[config.mk]
export PLATFORM = sky130hd
export DESIGN_NAME = windowed_pwm_duty_meter
export DESIGN_NICKNAME = d
export VERILOG_FILES = /design/src/design/wpdm_pkg.sv /design/src/design/windowed_pwm_duty_meter.sv /design/src/design/wpdm_divider.sv
export SDC_FILE = /design/constraint.sdc
export NUM_CORES = 1
export LEC_CHECK = 0
export BUFFER_PORTS_ARGS = -buffer_cell sky130_fd_sc_hd__clkbuf_2
export CORE_MARGIN = 2
export CORE_UTILIZATION = 54
export CTS_CLUSTER_SIZE = 28
export DETAILED_ROUTE_END_ITERATION = 10
export GPL_TIMING_DRIVEN = 1
export HOLD_SLACK_MARGIN = 0.08
export PLACE_DENSITY = 0.72
export SETUP_SLACK_MARGIN = 0.15
export SYNTH_ARGS = -nofsm -noshare
export SYNTH_HDL_FRONTEND = slang
export SYNTH_HIERARCHICAL = 1
export SYNTH_SLANG_ARGS = --single-unit
[constraint.sdc]
create_clock -name clock -period 13.55 [get_ports clock]
set_input_delay 2.71 -clock clock [delete_from_list [all_inputs] [get_ports clock]]
set_output_delay 2.71 -clock clock [all_outputs]
set_load 0.02 [all_outputs]
[src/design/wpdm_pkg.sv]
// Shared constants, types and control structs for the windowed PWM duty meter.
package wpdm_pkg;

   localparam int CHANNELS    = 6;
   localparam int COUNT_BITS  = 16;
   localparam int ACC_BITS    = 24;
   localparam int DUTY_BITS   = 16;
   localparam int FRAC_BITS   = 15;
   localparam int TICKS_BITS  = 16;
   localparam int WINDOW_BITS = 8;
   localparam int ENABLE_BITS = 6;
   localparam int DIV_BITS    = TICKS_BITS + WINDOW_BITS;
   localparam int CH_BITS     = $clog2(CHANNELS);
   localparam int STEP_BITS   = $clog2(FRAC_BITS + 1);
   localparam int ENTRY_BITS  = COUNT_BITS + ACC_BITS;
   localparam int CSR_IDX_BITS  = 2;
   localparam int CSR_DATA_BITS = 16;

   localparam logic [DUTY_BITS-1:0]   DUTY_ONE         = DUTY_BITS'(1) << FRAC_BITS;
   localparam logic [TICKS_BITS-1:0]  TICKS_RESET      = 16'd18750;
   localparam logic [WINDOW_BITS-1:0] WINDOW_RESET     = 8'd100;
   localparam logic [ENABLE_BITS-1:0] ENABLE_RESET     = 6'd63;

   localparam logic [CSR_IDX_BITS-1:0] CSR_TICKS_PER_SAMPLE   = 2'd0;
   localparam logic [CSR_IDX_BITS-1:0] CSR_SAMPLES_PER_WINDOW = 2'd1;
   localparam logic [CSR_IDX_BITS-1:0] CSR_CHANNEL_ENABLE     = 2'd2;

   typedef enum logic [2:0] {
      ST_IDLE,
      ST_READ,
      ST_MODIFY,
      ST_DIVIDE,
      ST_PUBLISH
   } state_type;

   typedef struct packed {
      logic                start;
      logic [ACC_BITS-1:0] dividend;
      logic [DIV_BITS-1:0] divisor;
   } div_req_type;

   typedef struct packed {
      logic                 done;
      logic [DUTY_BITS-1:0] quotient;
   } div_rsp_type;

endpackage

[src/design/windowed_pwm_duty_meter.sv]
// Top level of the six-channel windowed PWM duty meter.
//
//  channel | direction | payload (lowest bits first)            | handshake
//  req_    | in        | count_ch0 .. count_ch5, 16 bit each     | tvalid/tready
//  rsp_    | out       | duty_ch0 .. duty_ch5, Q1.15, 16 bit     | tvalid/tready
//  csr_    | in        | index 0 ticks, 1 window, 2 enable       | write enable
//
// Sequence: a request is accepted, then each channel in turn is read from
//   memory and written back. At window end each enabled channel also runs
//   the serial divider (15 quotient bits), which skips the bit steps when
//   the result clamps or the divisor is zero, and the window is then published.
// Reset: synchronous; the per-channel state memory is qualified by valid bits
//   that reset clears, so no clearing pass is needed.
// Stalls: a finished result waits in the output register; work continues on
//   later requests until a new window must be published over an unread one.
module windowed_pwm_duty_meter (
   input  logic                                 clock,
   input  logic                                 reset,
   input  logic                                 req_tvalid,
   output logic                                 req_tready,
   // count_ch0 [15:0], count_ch1, ... count_ch5 [95:80]
   input  logic [wpdm_pkg::CHANNELS*wpdm_pkg::COUNT_BITS-1:0] req_tdata,
   output logic                                 rsp_tvalid,
   input  logic                                 rsp_tready,
   // duty_ch0 [15:0], duty_ch1, ... duty_ch5 [95:80]
   output logic [wpdm_pkg::CHANNELS*wpdm_pkg::DUTY_BITS-1:0]  rsp_tdata,
   input  logic                                 csr_we,
   input  logic [wpdm_pkg::CSR_IDX_BITS-1:0]    csr_index,
   input  logic [wpdm_pkg::CSR_DATA_BITS-1:0]   csr_wdata
);

   // configuration
   logic [wpdm_pkg::TICKS_BITS-1:0]  ticks_ff;
   logic [wpdm_pkg::WINDOW_BITS-1:0] window_ff;
   logic [wpdm_pkg::ENABLE_BITS-1:0] enable_ff;
   logic [wpdm_pkg::DIV_BITS-1:0]    divisor_ff;
   logic [wpdm_pkg::WINDOW_BITS-1:0] window_eff;

   // control
   wpdm_pkg::state_type              state_ff, state_in;
   logic [wpdm_pkg::CH_BITS-1:0]     ch_ff;
   logic                             primed_ff;
   logic                             window_end_ff;
   logic [wpdm_pkg::WINDOW_BITS-1:0] sample_count_ff;
   logic [wpdm_pkg::WINDOW_BITS-1:0] sample_next;
   logic                             rsp_valid_ff;
   logic [wpdm_pkg::CHANNELS*wpdm_pkg::DUTY_BITS-1:0] rsp_data_ff, rsp_data_in;

   // per-request storage
   logic [wpdm_pkg::COUNT_BITS-1:0]  count_ff [wpdm_pkg::CHANNELS];
   logic [wpdm_pkg::DUTY_BITS-1:0]   duty_ff  [wpdm_pkg::CHANNELS];

   // state memory: {last_count, high_ticks} per channel
   logic [wpdm_pkg::ENTRY_BITS-1:0]  mem_ff [wpdm_pkg::CHANNELS];
   logic [wpdm_pkg::CHANNELS-1:0]    entry_valid_ff;
   logic [wpdm_pkg::ENTRY_BITS-1:0]  rd_data_ff;
   logic                             rd_valid_ff;
   logic                             mem_we;
   logic [wpdm_pkg::ENTRY_BITS-1:0]  mem_wdata;

   // read-modify datapath
   logic [wpdm_pkg::ACC_BITS-1:0]    acc_old, acc_sat, acc_new;
   logic [wpdm_pkg::COUNT_BITS-1:0]  last_old, cur_count, inc;
   logic [wpdm_pkg::ACC_BITS:0]      sum;
   logic                             ch_en;
   logic                             last_ch;

   // FSM outputs
   logic                             accept;
   logic                             ch_step;
   logic                             duty_we;
   logic [wpdm_pkg::DUTY_BITS-1:0]   duty_val;
   logic                             rsp_load;

   wpdm_pkg::div_req_type            div_req;
   wpdm_pkg::div_rsp_type            div_rsp;

   // ---------------- configuration ----------------
   always_ff @(posedge clock) begin
      if (reset) begin
         ticks_ff  <= wpdm_pkg::TICKS_RESET;
         window_ff <= wpdm_pkg::WINDOW_RESET;
         enable_ff <= wpdm_pkg::ENABLE_RESET;
      end else if (csr_we) begin
         unique case (csr_index)
            wpdm_pkg::CSR_TICKS_PER_SAMPLE:
               ticks_ff <= csr_wdata[wpdm_pkg::TICKS_BITS-1:0];
            wpdm_pkg::CSR_SAMPLES_PER_WINDOW:
               window_ff <= csr_wdata[wpdm_pkg::WINDOW_BITS-1:0];
            wpdm_pkg::CSR_CHANNEL_ENABLE:
               enable_ff <= csr_wdata[wpdm_pkg::ENABLE_BITS-1:0];
            default: ;
         endcase
      end
   end

   // window length of zero acts as one
   assign window_eff = (window_ff == '0) ? wpdm_pkg::WINDOW_BITS'(1) : window_ff;

   // full scale, recomputed every cycle; user must keep config stable while busy
   always_ff @(posedge clock) begin
      divisor_ff <= wpdm_pkg::DIV_BITS'(ticks_ff) * wpdm_pkg::DIV_BITS'(window_eff);
   end

   // ---------------- state memory ----------------
   always_ff @(posedge clock) begin
      if (mem_we) begin
         mem_ff[ch_ff] <= mem_wdata;
      end
      rd_data_ff <= mem_ff[ch_ff];
   end

   always_ff @(posedge clock) begin
      if (reset) begin
         entry_valid_ff <= '0;
         rd_valid_ff    <= 1'b0;
      end else begin
         rd_valid_ff <= entry_valid_ff[ch_ff];
         if (mem_we) begin
            entry_valid_ff[ch_ff] <= 1'b1;
         end
      end
   end

   // ---------------- read-modify-write ----------------
   always_comb begin
      acc_old   = rd_valid_ff ? rd_data_ff[wpdm_pkg::ACC_BITS-1:0] : '0;
      last_old  = rd_valid_ff ? rd_data_ff[wpdm_pkg::ENTRY_BITS-1:wpdm_pkg::ACC_BITS] : '0;
      cur_count = count_ff[ch_ff];
      inc       = cur_count - last_old;   // wraps modulo 2^16
      sum       = {1'b0, acc_old} + (wpdm_pkg::ACC_BITS + 1)'(inc);
      acc_sat   = sum[wpdm_pkg::ACC_BITS] ? '1 : sum[wpdm_pkg::ACC_BITS-1:0];
      // priming request tracks snapshots only
      ch_en     = primed_ff && enable_ff[ch_ff];
      acc_new   = ch_en ? acc_sat : acc_old;
      mem_wdata = {cur_count, window_end_ff ? wpdm_pkg::ACC_BITS'(0) : acc_new};
   end

   assign last_ch = (ch_ff == wpdm_pkg::CH_BITS'(wpdm_pkg::CHANNELS - 1));

   // count advances by one on counted requests, restarting at zero at window end
   assign sample_next = sample_count_ff + 1'b1;

   // ---------------- sequencer ----------------
   always_ff @(posedge clock) begin
      if (reset) begin
         state_ff <= wpdm_pkg::ST_IDLE;
      end else begin
         state_ff <= state_in;
      end
   end

   always_comb begin
      state_in         = state_ff;
      accept           = 1'b0;
      mem_we           = 1'b0;
      ch_step          = 1'b0;
      duty_we          = 1'b0;
      duty_val         = '0;
      rsp_load         = 1'b0;
      div_req.start    = 1'b0;
      div_req.dividend = acc_new;
      div_req.divisor  = divisor_ff;
      unique case (state_ff)
         wpdm_pkg::ST_IDLE: begin
            accept = req_tvalid;
            if (req_tvalid) begin
               state_in = wpdm_pkg::ST_READ;
            end
         end
         wpdm_pkg::ST_READ: begin
            state_in = wpdm_pkg::ST_MODIFY;
         end
         wpdm_pkg::ST_MODIFY: begin
            mem_we = 1'b1;
            if (window_end_ff && ch_en) begin
               div_req.start = 1'b1;
               state_in      = wpdm_pkg::ST_DIVIDE;
            end else begin
               // disabled channel publishes zero
               duty_we = window_end_ff;
               ch_step = 1'b1;
               if (!last_ch) begin
                  state_in = wpdm_pkg::ST_READ;
               end else if (window_end_ff) begin
                  state_in = wpdm_pkg::ST_PUBLISH;
               end else begin
                  state_in = wpdm_pkg::ST_IDLE;
               end
            end
         end
         wpdm_pkg::ST_DIVIDE: begin
            if (div_rsp.done) begin
               duty_we  = 1'b1;
               duty_val = div_rsp.quotient;
               ch_step  = 1'b1;
               state_in = last_ch ? wpdm_pkg::ST_PUBLISH : wpdm_pkg::ST_READ;
            end
         end
         wpdm_pkg::ST_PUBLISH: begin
            if (!rsp_valid_ff || rsp_tready) begin
               rsp_load = 1'b1;
               state_in = wpdm_pkg::ST_IDLE;
            end
         end
         default: state_in = wpdm_pkg::ST_IDLE;
      endcase
   end

   assign req_tready = (state_ff == wpdm_pkg::ST_IDLE);

   // ---------------- control and payload registers ----------------
   always_ff @(posedge clock) begin
      if (reset) begin
         ch_ff           <= '0;
         primed_ff       <= 1'b0;
         window_end_ff   <= 1'b0;
         sample_count_ff <= '0;
      end else begin
         if (accept) begin
            ch_ff <= '0;
            if (primed_ff) begin
               // a lowered window ends on the next counted request
               window_end_ff   <= (sample_next >= window_eff);
               sample_count_ff <= (sample_next >= window_eff) ? '0 : sample_next;
            end else begin
               window_end_ff <= 1'b0;
            end
         end else if (ch_step) begin
            ch_ff <= last_ch ? '0 : ch_ff + 1'b1;
            if (last_ch) begin
               primed_ff <= 1'b1;
            end
         end
      end
   end

   always_ff @(posedge clock) begin
      if (accept) begin
         for (int i = 0; i < wpdm_pkg::CHANNELS; i++) begin
            count_ff[i] <= req_tdata[i*wpdm_pkg::COUNT_BITS +: wpdm_pkg::COUNT_BITS];
         end
      end
      if (duty_we) begin
         duty_ff[ch_ff] <= duty_val;
      end
   end

   // ---------------- result register ----------------
   always_comb begin
      for (int i = 0; i < wpdm_pkg::CHANNELS; i++) begin
         rsp_data_in[i*wpdm_pkg::DUTY_BITS +: wpdm_pkg::DUTY_BITS] = duty_ff[i];
      end
   end

   always_ff @(posedge clock) begin
      if (reset) begin
         rsp_valid_ff <= 1'b0;
      end else if (rsp_load) begin
         rsp_valid_ff <= 1'b1;
      end else if (rsp_tready) begin
         rsp_valid_ff <= 1'b0;
      end
   end

   always_ff @(posedge clock) begin
      if (rsp_load) begin
         rsp_data_ff <= rsp_data_in;
      end
   end

   assign rsp_tvalid = rsp_valid_ff;
   assign rsp_tdata  = rsp_data_ff;

   // ---------------- divider ----------------
   wpdm_divider u_divider (
      .clock   (clock),
      .reset   (reset),
      .div_req (div_req),
      .div_rsp (div_rsp)
   );

   // ---------------- assertions ----------------
   a_publish_only_at_window_end: assert property (
      @(posedge clock) disable iff (reset)
      (state_ff == wpdm_pkg::ST_PUBLISH) |-> window_end_ff)
      else $error("publish without window end");

   a_div_done_while_waiting: assert property (
      @(posedge clock) disable iff (reset)
      div_rsp.done |-> (state_ff == wpdm_pkg::ST_DIVIDE))
      else $error("divider finished outside divide state");

   a_result_from_publish: assert property (
      @(posedge clock) disable iff (reset)
      $rose(rsp_valid_ff) |-> $past(state_ff == wpdm_pkg::ST_PUBLISH))
      else $error("result appeared without publish");

   a_channel_in_range: assert property (
      @(posedge clock) disable iff (reset)
      ch_ff <= wpdm_pkg::CH_BITS'(wpdm_pkg::CHANNELS - 1))
      else $error("channel index out of range");

endmodule

[src/design/wpdm_divider.sv]
// Serial restoring divider: duty = min(floor(acc * 2^15 / divisor), 1.0), one bit a cycle.
module wpdm_divider (
   input  logic                 clock,
   input  logic                 reset,
   input  wpdm_pkg::div_req_type div_req,
   output wpdm_pkg::div_rsp_type div_rsp
);

   logic                                 busy_ff;
   logic                                 done_ff;
   logic [wpdm_pkg::STEP_BITS-1:0]       step_ff;
   logic [wpdm_pkg::DIV_BITS:0]          rem_ff;
   logic [wpdm_pkg::DIV_BITS-1:0]        div_ff;
   logic [wpdm_pkg::DUTY_BITS-1:0]       quot_ff;

   logic [wpdm_pkg::DIV_BITS:0]          rem_dbl;
   logic                                 fits;

   // remainder stays below the divisor, so doubling needs one extra bit
   assign rem_dbl = {rem_ff[wpdm_pkg::DIV_BITS-1:0], 1'b0};
   assign fits    = rem_dbl >= {1'b0, div_ff};

   always_ff @(posedge clock) begin
      if (reset) begin
         busy_ff <= 1'b0;
         done_ff <= 1'b0;
      end else begin
         done_ff <= 1'b0;
         if (div_req.start) begin
            if (div_req.divisor == '0) begin
               done_ff <= 1'b1;
               quot_ff <= '0;
            end else if (div_req.dividend >= div_req.divisor) begin
               // ratio at or above one: clamp
               done_ff <= 1'b1;
               quot_ff <= wpdm_pkg::DUTY_ONE;
            end else begin
               busy_ff <= 1'b1;
               step_ff <= wpdm_pkg::STEP_BITS'(wpdm_pkg::FRAC_BITS);
               rem_ff  <= {1'b0, div_req.dividend};
               div_ff  <= div_req.divisor;
               quot_ff <= '0;
            end
         end else if (busy_ff) begin
            rem_ff  <= fits ? (rem_dbl - {1'b0, div_ff}) : rem_dbl;
            quot_ff <= {quot_ff[wpdm_pkg::DUTY_BITS-2:0], fits};
            step_ff <= step_ff - 1'b1;
            if (step_ff == wpdm_pkg::STEP_BITS'(1)) begin
               busy_ff <= 1'b0;
               done_ff <= 1'b1;
            end
         end
      end
   end

   assign div_rsp.done     = done_ff;
   assign div_rsp.quotient = quot_ff;

endmodule
**Yosys cells after proc, flatten, opt, wreduce, memory -nomap -nowiden**

Memory sizes are Yosys's and may differ from the RTL's. A register that Yosys moved wholly into a read port is not among the register bits.
Index checks and enable logic that the tools add are counted.

- Logic and storage cells: 142
- Memories kept: 3
- Output and inout bits: 98
- Bits of input ports: 119
- Register bits: 148
- Bits in writable memories: 432

- Bitwise operators: 5
- Reductions and logical operators: 22
- $lt $le $gt $ge: 5
- Equality and inequality tests: 13
- $mul: 1
- Add/sub/neg operators: 6
- Multiplexer cells: 69

Memories:

| memory | depth | bits a word | rd ports | clocked after memory_dff | wr ports | RTL line | RTL |
|---|---|---|---|---|---|---|---|
| mem_ff | 6 | 40 | 1 | 1 | 1 | windowed_pwm_duty_meter.sv:54 | `logic [wpdm_pkg::ENTRY_BITS-1:0] mem_ff [wpdm_pkg::CHANNELS];` |
| count_ff | 6 | 16 | 1 | 1 | 6 | windowed_pwm_duty_meter.sv:50 | `logic [wpdm_pkg::COUNT_BITS-1:0] count_ff [wpdm_pkg::CHANNELS];` |
| duty_ff | 6 | 16 | 6 | 6 | 1 | windowed_pwm_duty_meter.sv:51 | `logic [wpdm_pkg::DUTY_BITS-1:0] duty_ff [wpdm_pkg::CHANNELS];` |

Operators by type and width:

| cell | count |
|---|---|
| $mux W24 | 9 |
| $mux W16 | 7 |
| $mux W1 | 31 |
| $mux W3 | 10 |
| $add A24 B16 Y25 | 1 |
| $ge A25 B24 Y1 | 1 |
| $ge A24 B24 Y1 | 1 |
| $logic_not A24 Y1 | 1 |
| $mul A16 B8 Y24 | 1 |
| $sub A24 B24 Y24 | 1 |
| $mux W4 | 4 |
| $mux W8 | 2 |
| $sub A16 B16 Y16 | 1 |
| $pmux W3 S5 | 1 |
| $reduce_and A2 Y1 | 6 |
| $add A8 B1 Y8 const B | 1 |
| $ge A8 B8 Y1 | 1 |
| $logic_not A8 Y1 | 1 |
| $ne A2 B2 Y1 const B | 4 |
| $reduce_and A4 Y1 | 2 |
| $bmux W1 S3 | 2 |
| $eq A3 B2 Y1 const B | 2 |
| $eq A3 B3 Y1 const B | 2 |
| $or A6 B6 Y6 | 1 |
| 20 further kinds | 28 |

**Depth between registers and ports, before layout**

- Depth in word-level cells: 9
- Gate-level depth with buffers: 32
- Gate-level depth less buffers: 30

**Modules after synthesis**

Netlist, hierarchy kept.

Modules (own cells, without submodules):

| module | times used | area each (um^2) | cells an instance | sequential area each (um^2) |
|---|---|---|---|---|
| windowed_pwm_duty_meter | 1 | 28551.1 | 1939 | 18277.5 |
| wpdm_divider | 1 | 5024.8 | 507 | 2082.0 |

**Least setup slack after synthesis**

Ideal clock, no wire load.

- Path type: in2reg
- Start point: input rsp_tready
- End point: register rsp_data_ff (netlist bit rsp_tdata[0]) (read register of duty_ff), enable pin
- Path buffers: 0
- Library setup time: 0.786 ns
- Cell stages on the path: 2
- Arrival: 11.814 ns
- Slack: 0.950 ns
- Cell sequence: nor2b_1 > nor4_1

- Cells in the longest elaborated chain, start to end: 3

RTL lines:

| element | RTL line | RTL |
|---|---|---|
| from (decl) | windowed_pwm_duty_meter.sv:24 | `input logic rsp_tready,` |
| $logic_or A1 B1 Y1 | windowed_pwm_duty_meter.sv:201 | `if (!rsp_valid_ff \|\| rsp_tready) begin` |
| $mux W1 | windowed_pwm_duty_meter.sv:201 |  |
| $mux W1 | windowed_pwm_duty_meter.sv:164 | `unique case (state_ff)` |
| net rsp_load | windowed_pwm_duty_meter.sv:73 | `logic rsp_load;` |
| to (decl) | windowed_pwm_duty_meter.sv:47 | `logic [wpdm_pkg::CHANNELS*wpdm_pkg::DUTY_BITS-1:0] rsp_data_ff, rsp_data_in;` |

The timed path passes the listed nets, and every way through them passes these cells.
A chain may end at the register's enable or synchronous reset.

==> out/results.tsv <==
metric	value	unit
outcome	finished, final reports clean	
crit_path_end_kind	flip-flop	
via_count	20040	
worstPathMaxFanout	32	
synthCells	2446	
cts_hold_buffers	0	
yosysTopAreaCell	edfxtp_1	
synth_edf_count	596	
slowest_delay	1010	ps
hp-class	reg -> reg	
slew_violations	0	
r2r_cells	28	
port_buffers	216	
setup_tns	0	ps
drive_gt1_share	19.66	%
setup-violations-final	0	
timing.max_cap.violations	0	
drtIter0Drc	1356	
total_power	5.116	mW
clock_latency	630	ps
final_hold_viol_count	0	
rsz0062_at_grt	false	
seq_area	0.02037	mm^2
start_util	54.51	%
synth_area_leaders	edfxtp_1, dfxtp_1, fa_1	
worst_pin_slew	1277	ps
place_area	0.03557	mm^2
final_cell_mix	edfxtp_1, clkbuf_2, nand2_1	
first_pass_iters	5	
gp_congestion	0.8751	
setup.worst_path.class	reg -> reg	
num_io_pins	217	
final_util	61.80	%
dp_hpwl	48730	um
fp.dieH	253.4	um
routed_via_density	5.606	
grt_first_pass_wirelength	112200	um
hold_depth	0	
worst-path-buf-inv	2	
cts_htree_levels	3	
synth.distinct_cells	84	
die_x	253.4	um
dieArea	0.06419	mm^2
yosys_register_bits	719	
design_area	0.03807	mm^2
num_antenna_cells	0	
post_drt_wl_per_cell	19.91	um
gr-total-overflow	0	
synth_top_area_share	53.30	%
ant_nets	0	
core_area	0.06160	mm^2
syn_to_final_growth	13.39	%
root_buffer	clkbuf_16	
period_share	62.68	%
worstPathArrival	8710	ps
slew_headroom	14.79	%
first_global_vias	20360	
cp.required	13770	ps
yosysWarnings	6	
avgSynthCellArea	13.73	um^2
fin_crit	8494	ps
fillCellCount	4557	
p_leak	14.81	nW
final_common_cell	edfxtp_1	
drc	0	
cts.sinks	719	
cts_made_buffers	75	
critPathSlowestCell	nor2_2	
worst_path_dominant_cell_family	compound AO/OA/AOI/OAI gates	
antenna_found_initial	1	
grt_start_max_net_pins	93	
syn_nets	2786	
path_clk_slew	60	ps
rows	91	
syn_area	0.03358	mm^2
routed_wl	71170	um
synth_flop_cell	edfxtp_1	
fmax	117.7	MHz
whs	414.5	ps
peakVddDrop	0.1072	mV
cts_tree	built	
post_cts_buffers	0	
start_kind	flip-flop	
final_nets	3015	
grt_usage	22.62	%
synthArstFlopShare	0	%
cts_buffer_depth	3	
cp.depth	28	
powerDensity	134.4	mW/mm^2
ys_seq_area_share	60.64	%
multi_input_area	0.01230	mm^2
cts_resized	0	
finalClockSkew	31.90	ps
## flip-flops by register name, summed over array words and instances (netlist names), 3 cells and up, named ones only
signal and count:
duty_ff 96, mem_ff 240, rsp_tdata 96, state_ff 3
u_divider/quot_ff 16, u_divider/rem_ff 24, divisor_ff 24, u_divider/div_ff 24
ticks_ff 16, count_ff 96, ch_ff 3, u_divider/step_ff 4
enable_ff 6, window_ff 8, entry_valid_ff 6, sample_count_ff 8
rd_data_ff 40
## synthesized netlist by cell type (3+ instances only)
cell and count:
and3_1 17, fa_1 87, o21bai_1 6, buf_6 8, mux2_2 81, edfxtp_1 596, a21oi_1 131, or3_1 6
nor3b_1 4, xor2_1 32, nand3b_1 14, nor2_1 121, o21ai_1 18, o31a_1 3, or2_2 5, o21a_1 6
nand2b_1 15, clkbuf_1 63, xnor2_1 47, buf_2 12, ha_1 134, a211o_1 8, o31ai_1 7, o21ba_2 4
nor3_1 32, inv_1 158, buf_1 4, o211ai_1 11, nor4b_1 3, a211oi_1 20, a31oi_1 20, a21boi_0 3
o2111ai_1 3, nor4_1 13, nand3_1 35, nand4_1 14, nor2b_1 27, nand2_1 204, a221o_1 4, mux4_2 57
mux2i_1 37, and2_1 130, o21ai_0 43, a21o_1 31, dfxtp_1 123
## power by group
part,internal (mW),leakage [nW],switching [mW],total (mW)
sequential,2.46,6.72,0.0639,2.52
clock,1.18,1.20,0.861,2.04
combinational,0.236,6.89,0.319,0.555
## per-layer routing
layer  track usage (%)  vias up  wire, um
met3             3.845      129      4082
met1             30.94     9924     31020
li1                  -     9363         -
met2             36.77      621     34120
met4             7.878        0      1941
met5                 0        -         0
## final timing paths
| check | startpoint | end | slack, ps |
|---|---|---|---|
| setup / recovery | flip-flop | u_divider/div_ff[1] | 5060 |
| hold / removal | duty_ff[4][6] | rsp_tdata[70] | 410 |
| setup reg to reg | flip-flop | u_divider/div_ff[1] | 5060 |
| hold reg to reg | duty_ff[4][6] | rsp_tdata[70] | 410 |
## through the flow
step	setup slack, ps	instances
after floorplan	949.5	2446
after global placement	5322	3435
after detailed placement	5166	3435
after CTS	5130	3574
after global routing	4461	3574
final	5056	3574
## cells by family after synthesis
logic type / share of synthesized area (%)
buffers and inverters: 2.996
xor gates and xnor gates: 2.061
muxes: 7.643
DFF: 60.64
adders and majority gates: 10.18
AOI/OAI and AO/OA: 6.857
and+or+nand+nor: 9.626
## layout make-up
class | count | area share (%)
timing repair buffer | 240 | 3.313
tap | 837 | 2.751
multi-input combinational | 1480 | 32.30
clock inverter | 38 | 1.275
inverter | 159 | 1.571
clock buffer | 101 | 5.291
sequential | 719 | 53.50
(Power assumes the default switching activity.)
